--- src/ukst_pkg.sv ---
package ukst_pkg;

    // Operation codes
    localparam logic [1:0] OP_ASSIGN = 2'd0;
    localparam logic [1:0] OP_READ   = 2'd1;
    localparam logic [1:0] OP_FIND   = 2'd2;
    localparam logic [1:0] OP_SET    = 2'd3;

    // Key held by an empty slot after reset, and the reset no-tool code
    localparam logic [7:0] KEY_RESET = 8'hFF;

    // Saturation limit of the reported occupancy count
    localparam logic [4:0] COUNT_MAX = 5'd15;

    typedef struct packed {
        logic [1:0]  op;
        logic [3:0]  slot;
        logic [7:0]  tool_key;
        logic [15:0] target_temp;
    } ukst_in_t;

    typedef struct packed {
        logic        ok;
        logic [3:0]  slot_index;
        logic        slot_occupied;
        logic [7:0]  slot_key;
        logic [15:0] slot_target;
        logic [3:0]  occupied_count;
    } ukst_out_t;

    // Operation token handed from cell to cell
    typedef struct packed {
        logic [1:0]  op;
        logic [3:0]  slot;
        logic [7:0]  key;
        logic [15:0] target;
        logic        in_range;
        logic        found;
        logic [3:0]  where_idx;
        logic        socc;
        logic [7:0]  skey;
        logic [15:0] stgt;
        logic [4:0]  count;
    } ukst_tok_t;

endpackage

--- src/unique_key_slot_table.sv ---
// Channel    Ports                     Transfer
// ---------  ------------------------  ------------------------------------
// command    start, busy, cmd          rising edge with start high, busy low
// result     done, result              rising edge ending the cycle done is high
// config     cfg_we, cfg_wdata         rising edge with cfg_we high
//
// An operation token walks the row of slot cells, one cell per cycle, from the
// launch register through each cell's register to the done and result registers.
// busy stays high until the cycle in which done is shown; a new command can
// be taken in that cycle, but not while an earlier command is in the row.
// Reset empties every slot and sets the no-tool code to 255.
// The receiver cannot stall: each result is shown for one cycle only.
module unique_key_slot_table #(
    parameter int SLOTS = 8
) (
    input  logic                clk,
    input  logic                rst_n,
    input  logic                start,
    output logic                busy,
    input  ukst_pkg::ukst_in_t  cmd,
    output logic                done,
    output ukst_pkg::ukst_out_t result,
    input  logic                cfg_we,
    input  logic [7:0]          cfg_wdata
);
    import ukst_pkg::*;

    localparam logic [4:0] SLOT_LIMIT = SLOTS[4:0];

    logic        busy_reg, busy_next;
    logic        done_reg;
    logic [7:0]  ntc_reg;
    logic        launch_valid_reg;
    ukst_tok_t   launch_reg, launch_next;
    ukst_out_t   result_reg, result_next;
    logic        accept;
    logic        tok_valid [SLOTS+1];
    ukst_tok_t   tok       [SLOTS+1];
    ukst_tok_t   last_tok;

    assign accept = start && !busy_reg;

    // Build the token from the command
    always_comb
    begin
        launch_next           = '0;
        launch_next.op        = cmd.op;
        launch_next.slot      = cmd.slot;
        launch_next.key       = cmd.tool_key;
        launch_next.target    = cmd.target_temp;
        launch_next.in_range  = ({1'b0, cmd.slot} < SLOT_LIMIT);
    end

    // Hold the no-tool code
    always_ff @(posedge clk or negedge rst_n)
    begin
        if (!rst_n)
        begin
            ntc_reg <= KEY_RESET;
        end
        else if (cfg_we)
        begin
            ntc_reg <= cfg_wdata;
        end
    end

    // Track the operation in flight
    always_comb
    begin
        busy_next = busy_reg;
        if (accept)
        begin
            busy_next = 1'b1;
        end
        else if (tok_valid[SLOTS])
        begin
            busy_next = 1'b0;
        end
    end

    always_ff @(posedge clk or negedge rst_n)
    begin
        if (!rst_n)
        begin
            busy_reg         <= 1'b0;
            launch_valid_reg <= 1'b0;
            done_reg         <= 1'b0;
        end
        else
        begin
            busy_reg         <= busy_next;
            launch_valid_reg <= accept;
            done_reg         <= tok_valid[SLOTS];
        end
    end

    // Latch the token at the head of the row
    always_ff @(posedge clk)
    begin
        if (accept)
        begin
            launch_reg <= launch_next;
        end
    end

    assign tok_valid[0] = launch_valid_reg;
    assign tok[0]       = launch_reg;

    // Row of slot cells
    for (genvar i = 0; i < SLOTS; i++)
    begin : g_cell
        ukst_cell #(
            .INDEX(i)
        ) u_cell (
            .clk           (clk),
            .rst_n         (rst_n),
            .no_tool_code  (ntc_reg),
            .tok_valid_in  (tok_valid[i]),
            .tok_in        (tok[i]),
            .tok_valid_out (tok_valid[i+1]),
            .tok_out       (tok[i+1])
        );
    end

    assign last_tok = tok[SLOTS];

    // Form the result from the token leaving the row
    always_comb
    begin
        result_next               = '0;
        if ((last_tok.op == OP_ASSIGN) || (last_tok.op == OP_READ))
        begin
            result_next.ok = last_tok.in_range;
        end
        else
        begin
            result_next.ok = last_tok.found;
        end
        result_next.slot_index    = last_tok.where_idx;
        result_next.slot_occupied = last_tok.socc;
        result_next.slot_key      = last_tok.skey;
        result_next.slot_target   = last_tok.stgt;
        result_next.occupied_count =
            (last_tok.count > COUNT_MAX) ? COUNT_MAX[3:0] : last_tok.count[3:0];
    end

    always_ff @(posedge clk)
    begin
        if (tok_valid[SLOTS])
        begin
            result_reg <= result_next;
        end
    end

    assign busy   = busy_reg;
    assign done   = done_reg;
    assign result = result_reg;

endmodule

--- src/ukst_cell.sv ---
module ukst_cell #(
    parameter int INDEX = 0
) (
    input  logic             clk,
    input  logic             rst_n,
    input  logic [7:0]       no_tool_code,
    input  logic             tok_valid_in,
    input  ukst_pkg::ukst_tok_t tok_in,
    output logic             tok_valid_out,
    output ukst_pkg::ukst_tok_t tok_out
);
    import ukst_pkg::*;

    localparam logic [3:0] IDX = INDEX[3:0];

    logic        occ_reg, occ_next;
    logic [7:0]  key_reg, key_next;
    logic [15:0] tgt_reg, tgt_next;
    logic        valid_reg;
    ukst_tok_t   tok_reg, tok_next;
    logic        key_present;
    logic        match;
    logic        is_slot;

    // Compare this slot against the token
    assign key_present = (tok_in.key != no_tool_code);
    assign match       = occ_reg && (key_reg == tok_in.key) && key_present;
    assign is_slot     = tok_in.in_range && (tok_in.slot == IDX);

    // Apply the operation to this slot and update the token
    always_comb
    begin
        occ_next = occ_reg;
        key_next = key_reg;
        tgt_next = tgt_reg;
        tok_next = tok_in;
        case (tok_in.op)
            OP_ASSIGN:
            begin
                if (is_slot)
                begin
                    occ_next = key_present;
                    key_next = key_present ? tok_in.key : no_tool_code;
                    tgt_next = '0;
                end
                else if (tok_in.in_range && match)
                begin
                    occ_next = 1'b0;
                    key_next = no_tool_code;
                    tgt_next = '0;
                end
            end
            OP_READ:
            begin
                if (is_slot)
                begin
                    tok_next.socc = occ_reg;
                    tok_next.skey = key_reg;
                    tok_next.stgt = tgt_reg;
                end
            end
            OP_FIND:
            begin
                if (match && !tok_in.found)
                begin
                    tok_next.found     = 1'b1;
                    tok_next.where_idx = IDX;
                end
            end
            OP_SET:
            begin
                if (match && !tok_in.found)
                begin
                    tok_next.found     = 1'b1;
                    tok_next.where_idx = IDX;
                    tgt_next           = tok_in.target;
                end
            end
            default:
            begin
                tok_next = tok_in;
            end
        endcase
        tok_next.count = tok_in.count + {4'd0, occ_next};
    end

    // Hold slot contents; change them only while the token sits here
    always_ff @(posedge clk or negedge rst_n)
    begin
        if (!rst_n)
        begin
            occ_reg   <= 1'b0;
            key_reg   <= KEY_RESET;
            tgt_reg   <= '0;
            valid_reg <= 1'b0;
        end
        else
        begin
            valid_reg <= tok_valid_in;
            if (tok_valid_in)
            begin
                occ_reg <= occ_next;
                key_reg <= key_next;
                tgt_reg <= tgt_next;
            end
        end
    end

    // Pass the token to the next cell
    always_ff @(posedge clk)
    begin
        if (tok_valid_in)
        begin
            tok_reg <= tok_next;
        end
    end

    assign tok_valid_out = valid_reg;
    assign tok_out       = tok_reg;

endmodule
--- config.mk ---
export PLATFORM = sky130hd
export DESIGN_NAME = unique_key_slot_table
export DESIGN_NICKNAME = d
export VERILOG_FILES = /design/src/ukst_pkg.sv /design/src/unique_key_slot_table.sv /design/src/ukst_cell.sv
export SDC_FILE = /design/constraint.sdc
export NUM_CORES = 1
export LEC_CHECK = 0
export BUFFER_PORTS_ARGS = -buffer_cell sky130_fd_sc_hd__buf_2
export CORE_ASPECT_RATIO = 1.25
export CORE_MARGIN = 2
export CORE_UTILIZATION = 40
export CTS_CLUSTER_DIAMETER = 100
export DETAILED_ROUTE_END_ITERATION = 16
export PLACE_DENSITY = 0.65
export RECOVER_POWER = 25
export REMOVE_ABC_BUFFERS = 1
export SETUP_SLACK_MARGIN = 0.4
export SLEW_MARGIN = 20
export SYNTH_ARGS = -nofsm -noshare
export SYNTH_HDL_FRONTEND = slang
export SYNTH_SLANG_ARGS = --single-unit
--- constraint.sdc ---
create_clock -name clk -period 4.2 [get_ports clk]
set_input_delay 0.84 -clock clk [delete_from_list [all_inputs] [get_ports clk]]
set_output_delay 0.84 -clock clk [all_outputs]
set_load 0.005 [all_outputs]
==> flow_metrics.tcl, run 1 <==
set metrics [dict create \
    outcome "finished with violations" \
    violations "max-capacitance violations, max-slew violations" \
    synth_area_um2 31100 \
    hold_buffers 0 \
    r2r-end "g_cell[4].u_cell.tok_out[4]" \
    whs_ps 301 \
    firstDrtPassIters 5 \
    synth_edf_count 538 \
    cts_setup_buffers 0 \
    initialDrtViolationCount 876 \
    hold_class "in2async" \
    first_global_vias 16900 \
    overflow 0 \
    path_max_fanout 17 \
    routed_wirelength_mm 52.2 \
    syn_inst 2107 \
    ant_nets 0 \
    hold_violations 0 \
    slew_headroom -0.423 \
    num-fill-cells 6658 \
    ioPinCount 78 \
    htreeDepth 3 \
    via_per_inst 4.70 \
    skew_ps 19.5 \
    met1_length_mm 21.0 \
    wl_met2_mm 27.6 \
    tns_ps 0 \
    grt_first_pass_wirelength_mm 86.7 \
    fin_crit_ps 3220 \
    seq_area_frac_synth 0.698 \
    gp_congestion 0.846 \
    antenna_found_initial 0 \
    async_reset_ff_frac 0.289 \
    cts_resized 0 \
    synth_top_area_share 0.519 \
    cp.arrival_ps 3570 \
    routedWlPerCell_um 15.8 \
    rows 114 \
    grt_max_degree 116 \
    synth_seq_cells 757 \
    met3_wirelength_mm 1.75 \
    synth_warnings 0 \
    finalCritPeriodShare 0.766 \
    required_ps 4550 \
    largest_reg_flops 474 \
    clk_latency_ps 610 \
    die_area_um2 80000 \
    worstMarginPinSlew_ps 2130 \
    end_kind "flip-flop" \
    final_common_cell "edfxtp_1" \
    p_leak_uw 0.0131 \
    design_power_total_uw 15800 \
    start_util 0.403 \
    r2r_start "ntc_reg[5]" \
    numCtsBuffers 73 \
    vdd_drop_max_mv 0.293 \
    critPathLaunch "ntc_reg[5]" \
    fin_util 0.456 \
    cap_violations 1 \
    synth_area_per_cell_um2 14.8 \
    clkTransAtPathRegs_ps 60 \
    path_class "reg2reg" \
    ys_types 64 \
    route.detailed.drc 0 \
    tritoncts "done" \
    setup_violations 0 \
    cp-endpoint "g_cell[4].u_cell.tok_out[4]" \
    core_area_um2 77200 \
    port_buffers 76 \
    cts_num_sinks 757 \
    pwr_density_cell_nw_per_um2 450 \
    regToRegSetupSlack_ps 980 \
    synth_ff_type "edfxtp_1" \
    rsz0062_at_grt "no" \
    fin_nets 2295 \
    diodes 0 \
    syn_to_final_growth_pct 13.2 \
    synth_area_leader_cell "edfxtp_1" \
    top_layer "met4" \
    drive_gt1_frac 0.231 \
    reg2regPathDepth 8 \
    mostFrequentLayoutCells "edfxtp_1, nand2_1, mux2_2" \
    cp-start-kind "flip-flop" \
    die-width_um 253 \
    netlist_top_cells_area "edfxtp_1, dfrtp_1, mux2_2, dfstp_2, mux2i_1" \
    max_clock_freq_ghz 0.311 \
    clock_path_buffers 3 \
    vias 15600 \
    die_h_um 316 \
    slew_violations 42 \
    hpwl_mm 37.0 \
    grt.total_usage 0.134 \
    cts_root_buffer "clkbuf_16" \
]
## metal layers
metal  vias up  GRT usage
met5         -          0
met4         0     0.0625
met3       126     0.0203
met2       281      0.245
met1      7505      0.154
li1       7659          -
## layout make-up
class,count,area [µm²],share of cell area
Sequential cell,757,21700,0.617
Multi-Input combinational cell,1113,8430,0.239
Clock buffer,100,2040,0.0580
Tap cell,1044,1310,0.0371
Timing Repair Buffer,107,652,0.0185
Inverter,156,586,0.0166
Clock inverter,35,459,0.0130
## worst min-delay path by stage
stage	endpoint	from	slack [ps]
6_report	g_cell[1].u_cell.tgt_reg[8]	rst_n	300
3_5_place_dp	result[8]	g_cell[7].u_cell.tok_out[9]	400
4_1_cts	g_cell[1].u_cell.tgt_reg[8]	rst_n	330
2_1_floorplan	result[10]	g_cell[7].u_cell.tok_out[11]	400
3_3_place_gp	result[13]	g_cell[7].u_cell.tok_out[14]	410
5_1_grt	launch_reg[43]	cmd[7]	370
## power by group
part / total, µW / internal, µW / leakage, µW / switching [µW]
clock: 6750 / 3990 / 0.00121 / 2750
sequential: 8480 / 8310 / 0.00762 / 173
combinational: 600 / 251 / 0.00424 / 349
## critical path, stage by stage (launching register included)
cell and delay [ps]:
dfstp_2 800, xor2_1 110, nor4_1 600, and2_1 290, nor2b_1 250, a22o_1 330, ha_1 200, ha_1 200
and3_1 180
## cell usage after synthesis, drive strengths merged (3+ instances only)
master    n
edfxtp  538
nand2   262
mux2    198
inv     156
dfrtp   147
mux2i   138
o21ai   118
xnor2    79
dfstp    72
xor2     58
clkbuf   46
ha       45
buf      35
and3     27
nor2     24
nand3    20
nand4    15
nor4     15
or2      13
nor3     11
nor2b    10
nand2b    9
a31oi     8
a21oi     7
and2      6
a22o      4
nand3b    4
a221o     3
a32o      3
o21bai    3
or3       3
## kinds of logic after synthesis
group / share of synthesized area
adders and majority gates: 0.0181
other: 0.000121
xor gates and xnor gates: 0.0393
DFF: 0.698
buffers and inverters: 0.0314
AOI/OAI and AO/OA: 0.0342
muxes: 0.116
and+or+nand+nor: 0.0624
## stage by stage
step,instances,worst slack [ps],cell area (µm²)
floorplan,2026,961,30700
global placement,3176,923,32700
detailed placement,3176,947,32700
CTS,3311,944,35200
global route,3312,721,35200
finish,3312,983,35200
Power figures use the tool's default switching activity.
==> run 2: changes to the inputs <==
==> constraint.sdc (replaced) <==
create_clock -name clk -period 3.1 [get_ports clk]
set_input_delay 0.62 -clock clk [delete_from_list [all_inputs] [get_ports clk]]
set_output_delay 0.62 -clock clk [all_outputs]
set_load 0.005 [all_outputs]
==> flow_metrics.tcl, run 2 (same netlist as run 1, synthesis figures left out) <==
set metrics [dict create \
    post_dp_cell_area_um2 32900 \
    slew_headroom -0.493 \
    die_h_um 316 \
    cap_violations 1 \
    routedWlPerCell_um 15.9 \
    die_area_um2 80000 \
    ioPinCount 78 \
    num-fill-cells 6687 \
    drive_gt1_frac 0.264 \
    numCtsBuffers 74 \
    antenna_found_initial 0 \
    firstDrtPassIters 5 \
    stdcell_count 3355 \
    path_cells "xnor2_2, nand3_1, or3_4, or3b_4, buf_4, a21oi_2, mux2_2" \
    fin_crit_ps 2700 \
    rsz0062_at_grt "yes" \
    cts_num_sinks 757 \
    rows 114 \
    path_class "reg2reg" \
    via_per_inst 4.70 \
    htreeDepth 3 \
    port_buffers 76 \
    cp_slowest_cell "dfstp_2" \
    syn_to_final_growth_pct 14.7 \
    mostFrequentLayoutCells "edfxtp_1, nand2_1, mux2_2" \
    hold_violations 0 \
    clock_path_buffers 3 \
    fin_util 0.462 \
    setup_violations 0 \
    grt_max_degree 75 \
    finalCritPeriodShare 0.871 \
    vdd_drop_max_mv 0.399 \
    multi_input_area_um2 8730 \
    fin_nets 2336 \
    routed_wirelength_mm 53.3 \
    grt.total_usage 0.135 \
    worstMarginPinSlew_ps 2240 \
    largest_reg_flops 474 \
    overflow 0 \
    final_common_cell "edfxtp_1" \
    regArea_um2 21700 \
    start_util 0.403 \
    skew_ps 15.2 \
    cts_root_buffer "clkbuf_16" \
    ant_nets 0 \
    path_max_fanout 8 \
    hpwl_mm 37.9 \
    route.detailed.drc 0 \
    first_global_vias 17100 \
    layout_setup_ws_ps 400 \
    pwr_density_cell_nw_per_um2 588 \
    design_power_total_uw 21000 \
    dp_slack_ps 149 \
    grt_first_pass_wirelength_mm 87.2 \
    core_area_um2 77200 \
    required_ps 3620 \
    gp_congestion 0.864 \
    tritoncts "done" \
    violations "max-capacitance violations, max-slew violations" \
    final_area_um2 35700 \
    diodes 0 \
    hold_buffers 0 \
    p_leak_uw 0.0133 \
    vias 15800 \
    max_clock_freq_ghz 0.370 \
    initialDrtViolationCount 862 \
    clk_latency_ps 610 \
    slew_violations 73 \
    end_kind "flip-flop" \
    outcome "finished with violations" \
    die-width_um 253 \
    cp_top_family "simple AND/OR/NAND/NOR gates" \
    clkTransAtPathRegs_ps 60 \
    critPathBufInv 1 \
    dpl.cell_count 3196 \
    cp.arrival_ps 3220 \
    cp-start-kind "flip-flop" \
    hold_class "in2reg" \
    cpPeakStageDelay_ps 570 \
]
==> run 2: cell types whose count changed in the layout (fill, tap and decap cells not counted), moves of 6 or more <==
cell,change
bufinv_16,-6
ha_1,-10
xor2_2,+6
ha_2,+8
xnor2_2,+6
nor4_2,+6
clkinv_2,+6
xnor2_1,-6
buf_4,+32
xor2_1,-6
nor4_1,-8
==> run 2: worst register-to-register path, stage by stage (launching register included) <==
cell,delay [ps]
dfstp_2,570
xnor2_2,130
nand3_1,100
or3_4,410
or3b_4,440
buf_4,150
a21oi_2,410
mux2_2,410
==> run 2: path summary, 6_finish.rpt <==
check / startpoint / to / slack [ps] / cells past startpoint
setup / recovery: g_cell[7].u_cell.key_reg[5] / g_cell[7].u_cell.key_reg[4] / 400 / 7
hold / removal: cmd[15] / launch_reg[51] / 190 / 1
setup reg to reg: g_cell[7].u_cell.key_reg[5] / g_cell[7].u_cell.key_reg[4] / 400 / 7
hold reg to reg: g_cell[7].u_cell.tok_out[25] / result[24] / 420 / 0
max in group asynchronous: rst_n / launch_valid_reg / 940 / 1
min in group asynchronous: rst_n / g_cell[1].u_cell.tgt_reg[0] / 660 / 1
==> run 2: report_power, final <==
| group | total [µW] | switching [µW] | internal [µW] |
|---|---|---|---|
| sequential | 11500 | 223 | 11300 |
| clock | 8610 | 3670 | 4940 |
| combinational | 905 | 525 | 381 |
| total | 21000 | 4420 | 16600 |
==> run 2: timing repair <==
action / CTS / global route
setup endpoints to repair: 73 / 110
resized for setup: 16 / 49
pin swaps: 2 / 26
setup buffers: 7 / 14
==> run 2: per-layer routing <==
| layer | share of wire | global-route usage | vias to the layer above | wire length, µm |
|---|---|---|---|---|
| li1 | - | - | 7732 | - |
| met1 | 0.41 | 0.154 | 7650 | 21700 |
| met2 | 0.52 | 0.244 | 272 | 28000 |
| met3 | 0.032 | 0.0204 | 129 | 1680 |
| met4 | 0.038 | 0.0733 | 0 | 2030 |
| met5 | 0 | 0 | - | 0 |
==> run 2: layout make-up <==
type	instances	area share
sequential	757	0.609
multi-input combinational	1113	0.245
clock buffer	101	0.0576
tap	1044	0.0366
timing repair buffer	147	0.0269
inverter	156	0.0164
clock inverter	37	0.00835
==> run 2: stage by stage <==
step / hold WS, ps / setup TNS (ps)
CTS: 0.980 / 0
floorplan: 324 / -2440
global placement: 409 / 0
finish: 187 / 0
global route: 159 / 0
detailed placement: 406 / 0
